==> src/rtl/core/spq_pkg.sv <==
// Shared types and constants for the stable priority queue.
package spq_pkg;

  localparam int unsigned Depth     = 16;
  localparam int unsigned PrioWidth = 16;
  localparam int unsigned DataWidth = 16;
  localparam int unsigned CntWidth  = $clog2(Depth + 1);

  typedef enum logic {
    OP_INSERT = 1'b0,
    OP_REMOVE = 1'b1
  } op_e;

  // One stored entry of the sorted chain.
  typedef struct packed {
    logic signed [PrioWidth-1:0] prio;
    logic        [DataWidth-1:0] data;
  } entry_t;

  // Broadcast control that every cell sees in the same cycle.
  typedef struct packed {
    logic insert;
    logic remove;
  } cell_ctrl_t;

endpackage

==> src/rtl/core/spq_cell.sv <==
// One cell of the sorted chain: holds a single entry and trades with its neighbors.
module spq_cell (
  input  logic                clk_i,
  input  spq_pkg::cell_ctrl_t ctrl_i,
  input  spq_pkg::entry_t     new_entry_i,
  input  spq_pkg::entry_t     left_entry_i,
  input  logic                left_le_i,
  input  spq_pkg::entry_t     right_entry_i,
  input  logic                occupied_i,
  output spq_pkg::entry_t     entry_o,
  output logic                le_o
);

  spq_pkg::entry_t entry_q;
  spq_pkg::entry_t entry_d;

  // The held entry stays ahead of the new one when its priority is not larger.
  assign le_o = occupied_i && ($signed(entry_q.prio) <= $signed(new_entry_i.prio));

  always_comb begin
    entry_d = entry_q;
    if (ctrl_i.insert) begin
      if (!le_o) begin
        entry_d = left_le_i ? new_entry_i : left_entry_i;
      end
    end else if (ctrl_i.remove) begin
      entry_d = right_entry_i;
    end
  end

  always_ff @(posedge clk_i) begin
    entry_q <= entry_d;
  end

  assign entry_o = entry_q;

endmodule

==> src/rtl/core/stable_priority_queue_unit.sv <==
// Top level of the stable min-priority queue built as a chain of sorted cells.
//
// The input channel carries one transaction per item: opcode_i selects an
// insert of (priority_req_i, payload_i) or a remove of the head entry. The
// output channel returns one transaction per input item with the head entry,
// the empty and full flags, the entry count and the rejected flag, all as they
// stand after the item took effect.
//
// The queue lives in a row of identical cells kept sorted by signed priority,
// ties in insertion order. Every cell compares its entry with the incoming one
// in parallel, so an insert or a remove updates every cell together: each
// cell keeps its entry, takes the new entry, or takes its neighbor's entry.
// Output valid rises in the cycle after input acceptance, and one item is
// taken per cycle as long as the output side is not stalled.
//
// The result sits in an output register. While that register is full and the
// receiver stalls, in_stall_o is raised and no new item is taken; the result
// holds steady until it is accepted.
//
// Reset clears the entry count and the output valid flag. Cell contents are
// not reset; a cell is only read once an insert has written it.
module stable_priority_queue_unit (
  input  logic                                clk_i,
  input  logic                                rst_ni,
  input  logic                                in_valid_i,
  output logic                                in_stall_o,
  input  logic                                opcode_i,
  input  logic signed [spq_pkg::PrioWidth-1:0] priority_req_i,
  input  logic        [spq_pkg::DataWidth-1:0] payload_i,
  output logic                                out_valid_o,
  input  logic                                out_stall_i,
  output logic        [spq_pkg::DataWidth-1:0] head_payload_o,
  output logic signed [spq_pkg::PrioWidth-1:0] head_priority_o,
  output logic                                is_empty_o,
  output logic                                is_full_o,
  output logic                                rejected_o,
  output logic        [spq_pkg::CntWidth-1:0]  entry_count_o
);

  localparam int unsigned Depth = spq_pkg::Depth;
  localparam int unsigned CntW  = spq_pkg::CntWidth;

  logic                   accept;
  logic                   is_insert;
  logic                   is_remove;
  logic                   full_now;
  logic                   empty_now;
  logic                   reject_d;
  spq_pkg::cell_ctrl_t    ctrl;
  spq_pkg::entry_t        new_entry;
  spq_pkg::entry_t        cell_entry [Depth];
  logic [Depth-1:0]       cell_le;
  logic [Depth-1:0]       occupied;

  logic [CntW-1:0]        count_q, count_d;
  logic                   out_valid_q;
  spq_pkg::entry_t        head_q, head_d;
  logic                   empty_q, full_q, reject_q;
  logic [CntW-1:0]        out_count_q;

  // A new transaction is taken unless the held result is still waiting.
  assign in_stall_o = out_valid_q && out_stall_i;
  assign accept     = in_valid_i && !in_stall_o;

  assign is_insert = (spq_pkg::op_e'(opcode_i) == spq_pkg::OP_INSERT);
  assign is_remove = (spq_pkg::op_e'(opcode_i) == spq_pkg::OP_REMOVE);
  assign full_now  = (count_q == CntW'(Depth));
  assign empty_now = (count_q == '0);

  // A full queue drops inserts; an empty queue ignores removes.
  assign ctrl.insert = accept && is_insert && !full_now;
  assign ctrl.remove = accept && is_remove && !empty_now;
  assign reject_d    = is_insert && full_now;

  assign new_entry.prio = priority_req_i;
  assign new_entry.data = payload_i;

  for (genvar i = 0; i < Depth; i++) begin : g_cell
    spq_pkg::entry_t left_entry;
    spq_pkg::entry_t right_entry;
    logic            left_le;

    assign occupied[i] = (CntW'(i) < count_q);

    if (i == 0) begin : g_first
      // The head cell has nothing ahead of it, so it takes the new entry directly.
      assign left_entry = new_entry;
      assign left_le    = 1'b1;
    end else begin : g_rest
      assign left_entry = cell_entry[i-1];
      assign left_le    = cell_le[i-1];
    end

    if (i == Depth - 1) begin : g_last
      assign right_entry = cell_entry[i];
    end else begin : g_inner
      assign right_entry = cell_entry[i+1];
    end

    spq_cell u_cell (
      .clk_i         (clk_i),
      .ctrl_i        (ctrl),
      .new_entry_i   (new_entry),
      .left_entry_i  (left_entry),
      .left_le_i     (left_le),
      .right_entry_i (right_entry),
      .occupied_i    (occupied[i]),
      .entry_o       (cell_entry[i]),
      .le_o          (cell_le[i])
    );
  end

  // Next entry count.
  always_comb begin
    count_d = count_q;
    if (ctrl.insert) begin
      count_d = count_q + CntW'(1);
    end else if (ctrl.remove) begin
      count_d = count_q - CntW'(1);
    end
  end

  // Head after this transaction, taken from the same decisions the cells make.
  always_comb begin
    head_d = '0;
    if (ctrl.insert) begin
      head_d = cell_le[0] ? cell_entry[0] : new_entry;
    end else if (ctrl.remove) begin
      if (count_q > CntW'(1)) begin
        head_d = cell_entry[1];
      end
    end else if (!empty_now) begin
      head_d = cell_entry[0];
    end
  end

  always_ff @(posedge clk_i or negedge rst_ni) begin
    if (!rst_ni) begin
      count_q     <= '0;
      out_valid_q <= 1'b0;
    end else begin
      count_q <= count_d;
      if (accept) begin
        out_valid_q <= 1'b1;
      end else if (!out_stall_i) begin
        out_valid_q <= 1'b0;
      end
    end
  end

  // Result payload register; loaded only when a transaction is taken.
  always_ff @(posedge clk_i) begin
    if (accept) begin
      head_q      <= head_d;
      empty_q     <= (count_d == '0);
      full_q      <= (count_d == CntW'(Depth));
      reject_q    <= reject_d;
      out_count_q <= count_d;
    end
  end

  assign out_valid_o     = out_valid_q;
  assign head_payload_o  = head_q.data;
  assign head_priority_o = head_q.prio;
  assign is_empty_o      = empty_q;
  assign is_full_o       = full_q;
  assign rejected_o      = reject_q;
  assign entry_count_o   = out_count_q;

  // The entry count never exceeds the number of cells.
  a_count_bound : assert property (@(posedge clk_i) disable iff (!rst_ni)
    count_q <= CntW'(Depth))
    else $error("entry count exceeds depth");

  // A rejected insert is only reported against a full queue.
  a_reject_full : assert property (@(posedge clk_i) disable iff (!rst_ni)
    (out_valid_o && rejected_o) |-> is_full_o)
    else $error("rejected reported while not full");

  // An empty queue reports a zero head.
  a_empty_head : assert property (@(posedge clk_i) disable iff (!rst_ni)
    (out_valid_o && is_empty_o) |-> (head_payload_o == '0 && head_priority_o == '0))
    else $error("empty queue reports a nonzero head");

  // A remove from a non-empty queue lowers the count by one.
  a_remove_count : assert property (@(posedge clk_i) disable iff (!rst_ni)
    ctrl.remove |=> (count_q == $past(count_q) - CntW'(1)))
    else $error("remove did not lower the entry count");

endmodule
==> config.mk <==
export PLATFORM = sky130hd
export DESIGN_NAME = stable_priority_queue_unit
export DESIGN_NICKNAME = d
export VERILOG_FILES = /design/src/rtl/core/spq_pkg.sv /design/src/rtl/core/spq_cell.sv /design/src/rtl/core/stable_priority_queue_unit.sv
export SDC_FILE = /design/constraint.sdc
export NUM_CORES = 2
export LEC_CHECK = 0
export ABC_AREA = 1
export BUFFER_PORTS_ARGS = -buffer_cell sky130_fd_sc_hd__buf_2
export CORE_MARGIN = 10
export CORE_UTILIZATION = 69
export DETAILED_ROUTE_END_ITERATION = 7
export PLACE_DENSITY = 0.95
export SYNTH_ARGS = -nofsm -noshare
export SYNTH_HDL_FRONTEND = slang
export SYNTH_SLANG_ARGS = --single-unit
==> constraint.sdc <==
create_clock -name clk_i -period 11.6 [get_ports clk_i]
set_clock_uncertainty 0.05 [all_clocks]
set_input_delay 0.58 -clock clk_i [delete_from_list [all_inputs] [get_ports clk_i]]
set_output_delay 0.58 -clock clk_i [all_outputs]
set_load 0.01 [all_outputs]
-- Yosys cells after proc, flatten, opt, wreduce, memory -nomap -nowiden
Index checks and enable logic that the tools add are counted.
- bits of input ports: 37
- flip-flop bits (word level): 558
- output and inout bits: 42
- magnitude comparators: 33
- reductions and logical operators: 44
- add/sub/neg operators: 2
- bitwise operators: 2
- multiplexer cells: 68
- eq/ne operators: 17
- operators by type and width (operator ; count):
    $mux 32 ; 64
    $le 16x16->1 ; 16
    $lt 4x5->1 const A ; 8
    $reduce_and 2->1 ; 15
    $ne 2x2->1 const B ; 14
    $logic_and 1x1->1 ; 23
    $lt 3x5->1 const A ; 4
    $eq 5x5->1 const B ; 2
    $logic_not 5->1 ; 2
    $lt 1x5->1 const A ; 2
    $lt 2x5->1 const A ; 2
    $mux 5 ; 2
    $add 5x1->5 const B ; 1
    $gt 5x1->1 const B ; 1
    $sub 5x1->5 const B ; 1
    $logic_not 1->1 ; 3
    $mux 1 ; 2
    $ne 2x1->1 const B ; 1
    $not 1->1 ; 2
    $reduce_bool 2->1 ; 1

-- Longest topological paths before layout
- depth after elaboration: 8
- gate-level depth with buffers: 18
- mapped depth without buffers: 17

-- Cells and area by module
From an unflattened synthesis, not the netlist that was laid out.
- cells, all modules: 4465
- area total of the unflattened synthesis: 35835.6 µm²
- modules (own cells, without submodules) (module ; cells each ; times used ; sequential area each (µm²) ; area an instance (µm²)):
    spq_cell (g_cell[0].u_cell ...) ; 256 ; 14 ; 960.9 ; 2054.5
    spq_cell (g_cell[8].u_cell ...) ; 255 ; 2 ; 960.9 ; 2045.7
    stable_priority_queue_unit ; 371 ; 1 ; 1351.3 ; 2981.6

-- Worst setup path after synthesis
No wires, ideal clock.
- path kind: in2reg
- start point: input priority_req_i[13] in the netlist's numbering
- end point: register g_cell[15].u_cell.entry_q (netlist bit g_cell[15].u_cell.entry_o[0]) (enable)
- arrival time: 3.877 ns
- path slack: 7.241 ns
- stages on the path: 12
- setup time: 0.432 ns
- data required time: 11.118 ns
- path through: inv_1 -> clkbuf_1 -> ha_1 -> nand2_1 -> inv_1 -> o21ai_0 -> nand2_1 -> nor2_1 -> nand3b_1 -> nand2_1 -> nand2_1 -> a21oi_1
- cells in the longest elaborated chain, start to end: 4
- RTL lines (element ; RTL line ; source):
    start, declared ; stable_priority_queue_unit.sv:28 ; input logic signed [spq_pkg::PrioWidth-1:0] priority_req_i,
    $le 16x16->1 ; spq_cell.sv:18 ; assign le_o = occupied_i && ($signed(entry_q.prio) <= $signed(new_entry_i.prio));
    $logic_and 1x1->1 ; spq_cell.sv:18 ;
    $not 1->1 (no source line) ; - ;
    $reduce_and 2->1 (no source line) ; - ;
    end signal, assigned ; spq_cell.sv:32 ; entry_q <= entry_d;
    end, declared ; spq_cell.sv:14 ; spq_pkg::entry_t entry_q;
Every way passes these cells.
A chain may end at the register's enable or synchronous reset.

-- Worst setup path in the final report
- start point: register count_q[0]
- end point: register g_cell[13].u_cell.entry_q (netlist bit g_cell[13].u_cell.entry_o[11]) (enable)
- cells in the longest elaborated chain, start to end: 5
- elaborated cells between the ends (all ways): 11
- those cells by class: order compare (1); eq/ne (2); reduce/logical (8)
- RTL lines (element ; RTL line ; source):
    start, declared ; stable_priority_queue_unit.sv:55 ; logic [CntW-1:0] count_q, count_d;
    start signal, assigned ; stable_priority_queue_unit.sv:142 ; count_q <= count_d;
    parallel branches: the longest is 4 deep, another holds $lt 4x5->1 ; - ;
    $reduce_and 2->1 (no source line) * ; - ;
    end signal, assigned ; spq_cell.sv:32 ;
    end, declared ; spq_cell.sv:14 ;
Mark *: on every way between the ends.

==> results.cfg <==
[floorplan]
die_x_um = 254
rows = 85
dieArea_mm2 = 0.0644
start_util_pct = 69.9
coreArea_mm2 = 0.0539
io_pins = 79
die_y_um = 254

[worst_hold_path]
hp-class = in -> reg

[outcome]
violations = design-rule violations
status = finished, violations left

[power_and_ir_drop]
p_total_mw = 8.70
powerDensity_mw_per_mm2 = 216
ir_drop_uv = 153
cellLeakagePower_nw = 20.2

[critical_path]
cp-end-kind = flip-flop
regToRegEndpoint = g_cell[13].u_cell.entry_o[11]
reg2reg_depth = 12
crit_slowest_cell = buf_4
rr_startpoint = count_q[0]
reg2reg_slack_ns = 6.15
crit_start = count_q[0]
cp_top_family = buffers and inverters
crit_required_ns = 11.89
cp_max_fo = 105
startpoint_type = flip-flop
cp_slowest_stage_delay_ns = 0.83
cp.arrival_ns = 5.73
criticalPathCategory = reg -> reg
path_cells = inv_1 > ha_1 > nand2_1 > nor2_1 > nand2_1 > nand2_8 > inv_8 > buf_4 > buf_4 > nand2_1 > nand2_1 > buf_4
cp.depth = 12
crit_path_end = g_cell[13].u_cell.entry_o[11]
crit_buf_inv = 5
crit_path_frequent_cell = nand2_1

[route]
via_per_inst = 6.53
num_vias = 37000
drtIter0Drc = 6661
dr.pass1.iters = 8
avgRoutedWirePerCell_um = 22.1
postRouteAntennaNets = 0
wl_um = 125000
drcViolationCount = 4

[placed_design]
dp.cells = 5557
port_buffers = 78
postPlaceCellArea_mm2 = 0.0383
post-place-ws_ns = 6.45
hpwl_um = 81000
gp_congestion = 0.995

[logic_synthesis]
synth_xor_area_share_pct = 0.0929
ys.flop_type = edfxtp_1
synth-seq-cells = 558
synth_edf_count = 552
synth_fa_ha_area_share_pct = 8.60
yosysMostFrequentCell = nand2_1
synth_common_cells = nand2_1 (1,890), nand3_1 (1,055), inv_1 (596), edfxtp_1 (552), ha_1 (259)
avgSynthCellArea_um2 = 7.55
async_reset_ff_share_pct = 1.08
yosys.area_share.simple_pct = 34.6
ys_warn_count = 0
synth_top_area_share_pct = 44.0
yosysTopAreaCell = edfxtp_1
yosysSeqAreaShare_pct = 44.4
yosysUniqueCellTypes = 33
synthesis.nets = 5292
synth-compound-area-share_pct = 2.61
muxShareOfSynthArea_pct = 0
synth_top_family_by_area = simple AND/OR/NAND/NOR gates
synthCells = 4996
synthTopCellsByArea = edfxtp_1 (44%), nand2_1 (19%), nand3_1 (14%)
syn_area_mm2 = 0.0377

[timing]
fmax_ghz = 0.184
rsz0062_at_grt = false
hold_violations = 0
setup_viol_count_final = 0
slew_headroom_pct = 10.7
timing.final.crit_share_pct = 46.9
hold_slack_ns = 0.140
layout_min_cycle_time_ns = 5.45
slew_violations = 0
tightestPinTransition_ns = 1.34
fin_setup_tns_ns = 0
setup_slack_ns = 6.15

[cts]
cts_tree = yes
cts_buffers = 60
ctsLongestPathBuffers = 3
cts_resized = 0
clock_latency_ns = 0.67
cts_sinks = 558
cts.htree.levels = 2
worst_setup_hold_path_clk_slew_ns = 0.07
cts_root_buf = clkbuf_16

[global_routing]
grtUsageMet3_pct = 11.3
grt-ovfl-total = 0
grt_util_all_layers_pct = 38.3
grt_max_degree = 175
grt_antenna_before_repair = 3
grtUsageMet2_pct = 58.2
grt_pass1_wl_um = 192000
grtUsageMet1_pct = 46.2
top_usage_layer = met2
grt_pass1_vias = 35300

[finish]
fin_area_mm2 = 0.0402
area_delta_synth_final_pct = 6.59
layout-drive-gt1-share_pct = 5.43
final_util_pct = 74.5
final-instance-count-excl-fill = 5672
nFillCells = 3709
layout.nets = 5220

[job]
drv_cap = 0
[placed cells by master (no fill, tap or decap), types with 13 or more instances in the layout]
cell type,Yosys,layout
a21o_1,15,15
a21oi_1,124,123
buf_2,107,78
buf_4,38,81
clkbuf_1,143,17
clkbuf_16,0,61
edfxtp_1,552,552
ha_1,259,259
inv_1,596,596
nand2_1,1890,1889
nand3_1,1055,1054
nand4_1,17,17
nor2_1,114,114
nor3_1,13,13
o21ai_0,19,19
[power by group]
group | internal [mW] | total, mW | leakage [nW] | switching [mW]
logic | 0.982 | 3.56 | 14.0 | 2.58
registers | 2.86 | 3.21 | 5.31 | 0.348
clock network | 1.08 | 1.93 | 0.924 | 0.853
total | 4.92 | 8.70 | 20.2 | 3.78
[registers in the layout, indices dropped and copies added, names as in the netlist]
register / cells
is_full_o: 1
rejected_o: 1
is_empty_o: 1
head_payload_o: 16
g_cell.u_cell.entry_o: 512
entry_count_o: 5
count_q: 5
out_valid_o: 1
head_priority_o: 16
[routing by layer]
metal,vias to the layer above,part of all wire [%]
met1,16600,32
met4,2,8.6
met2,3391,44
met5,-,0.010
li1,16200,-
met3,874,15
[cells by family after synthesis]
kind of cell,count (synthesis)
compound gates,176
xor+xnor,4
fa+ha+maj,259
buf+inv,899
flops,558
simple gates,3100
[worst min-delay path, delay by kind of cell]
kind | cells | cell delay, ns
buffers and inverters | 1 | 0.08
and+or+nand+nor | 2 | 0.16
[layout make-up]
class | count | area, µm² | area share, %
clock buffers | 82 | 1650 | 4.09
flip-flops and latches | 558 | 16700 | 41.6
clock inverters | 28 | 250 | 0.623
repair buffers | 161 | 1030 | 2.56
well taps | 696 | 871 | 2.17
multi-input cells | 3539 | 17400 | 43.2
diodes | 4 | 10.0 | 0.0249
inverters | 604 | 2270 | 5.66
[how the worst min path moves through the flow]
stage / from / to / slack, ns / depth (start not counted)
after floorplan: rst_ni / count_q[0] / 0.23 / 0
after global placement: rst_ni / out_valid_o / 0.36 / 1
after detailed placement: rst_ni / count_q[3] / 0.36 / 1
after CTS: out_stall_i / out_valid_o / 0.14 / 3
after global routing: out_stall_i / out_valid_o / 0.17 / 3
final: out_stall_i / out_valid_o / 0.14 / 3
[repair_timing]
action,in CTS,in global routing
buffers inserted,0,0
endpoints found under the setup margin,0,0
hold buffers,1,0
hold endpoints to repair,6,0
No activity file was read; power rests on OpenSTA's default activity.
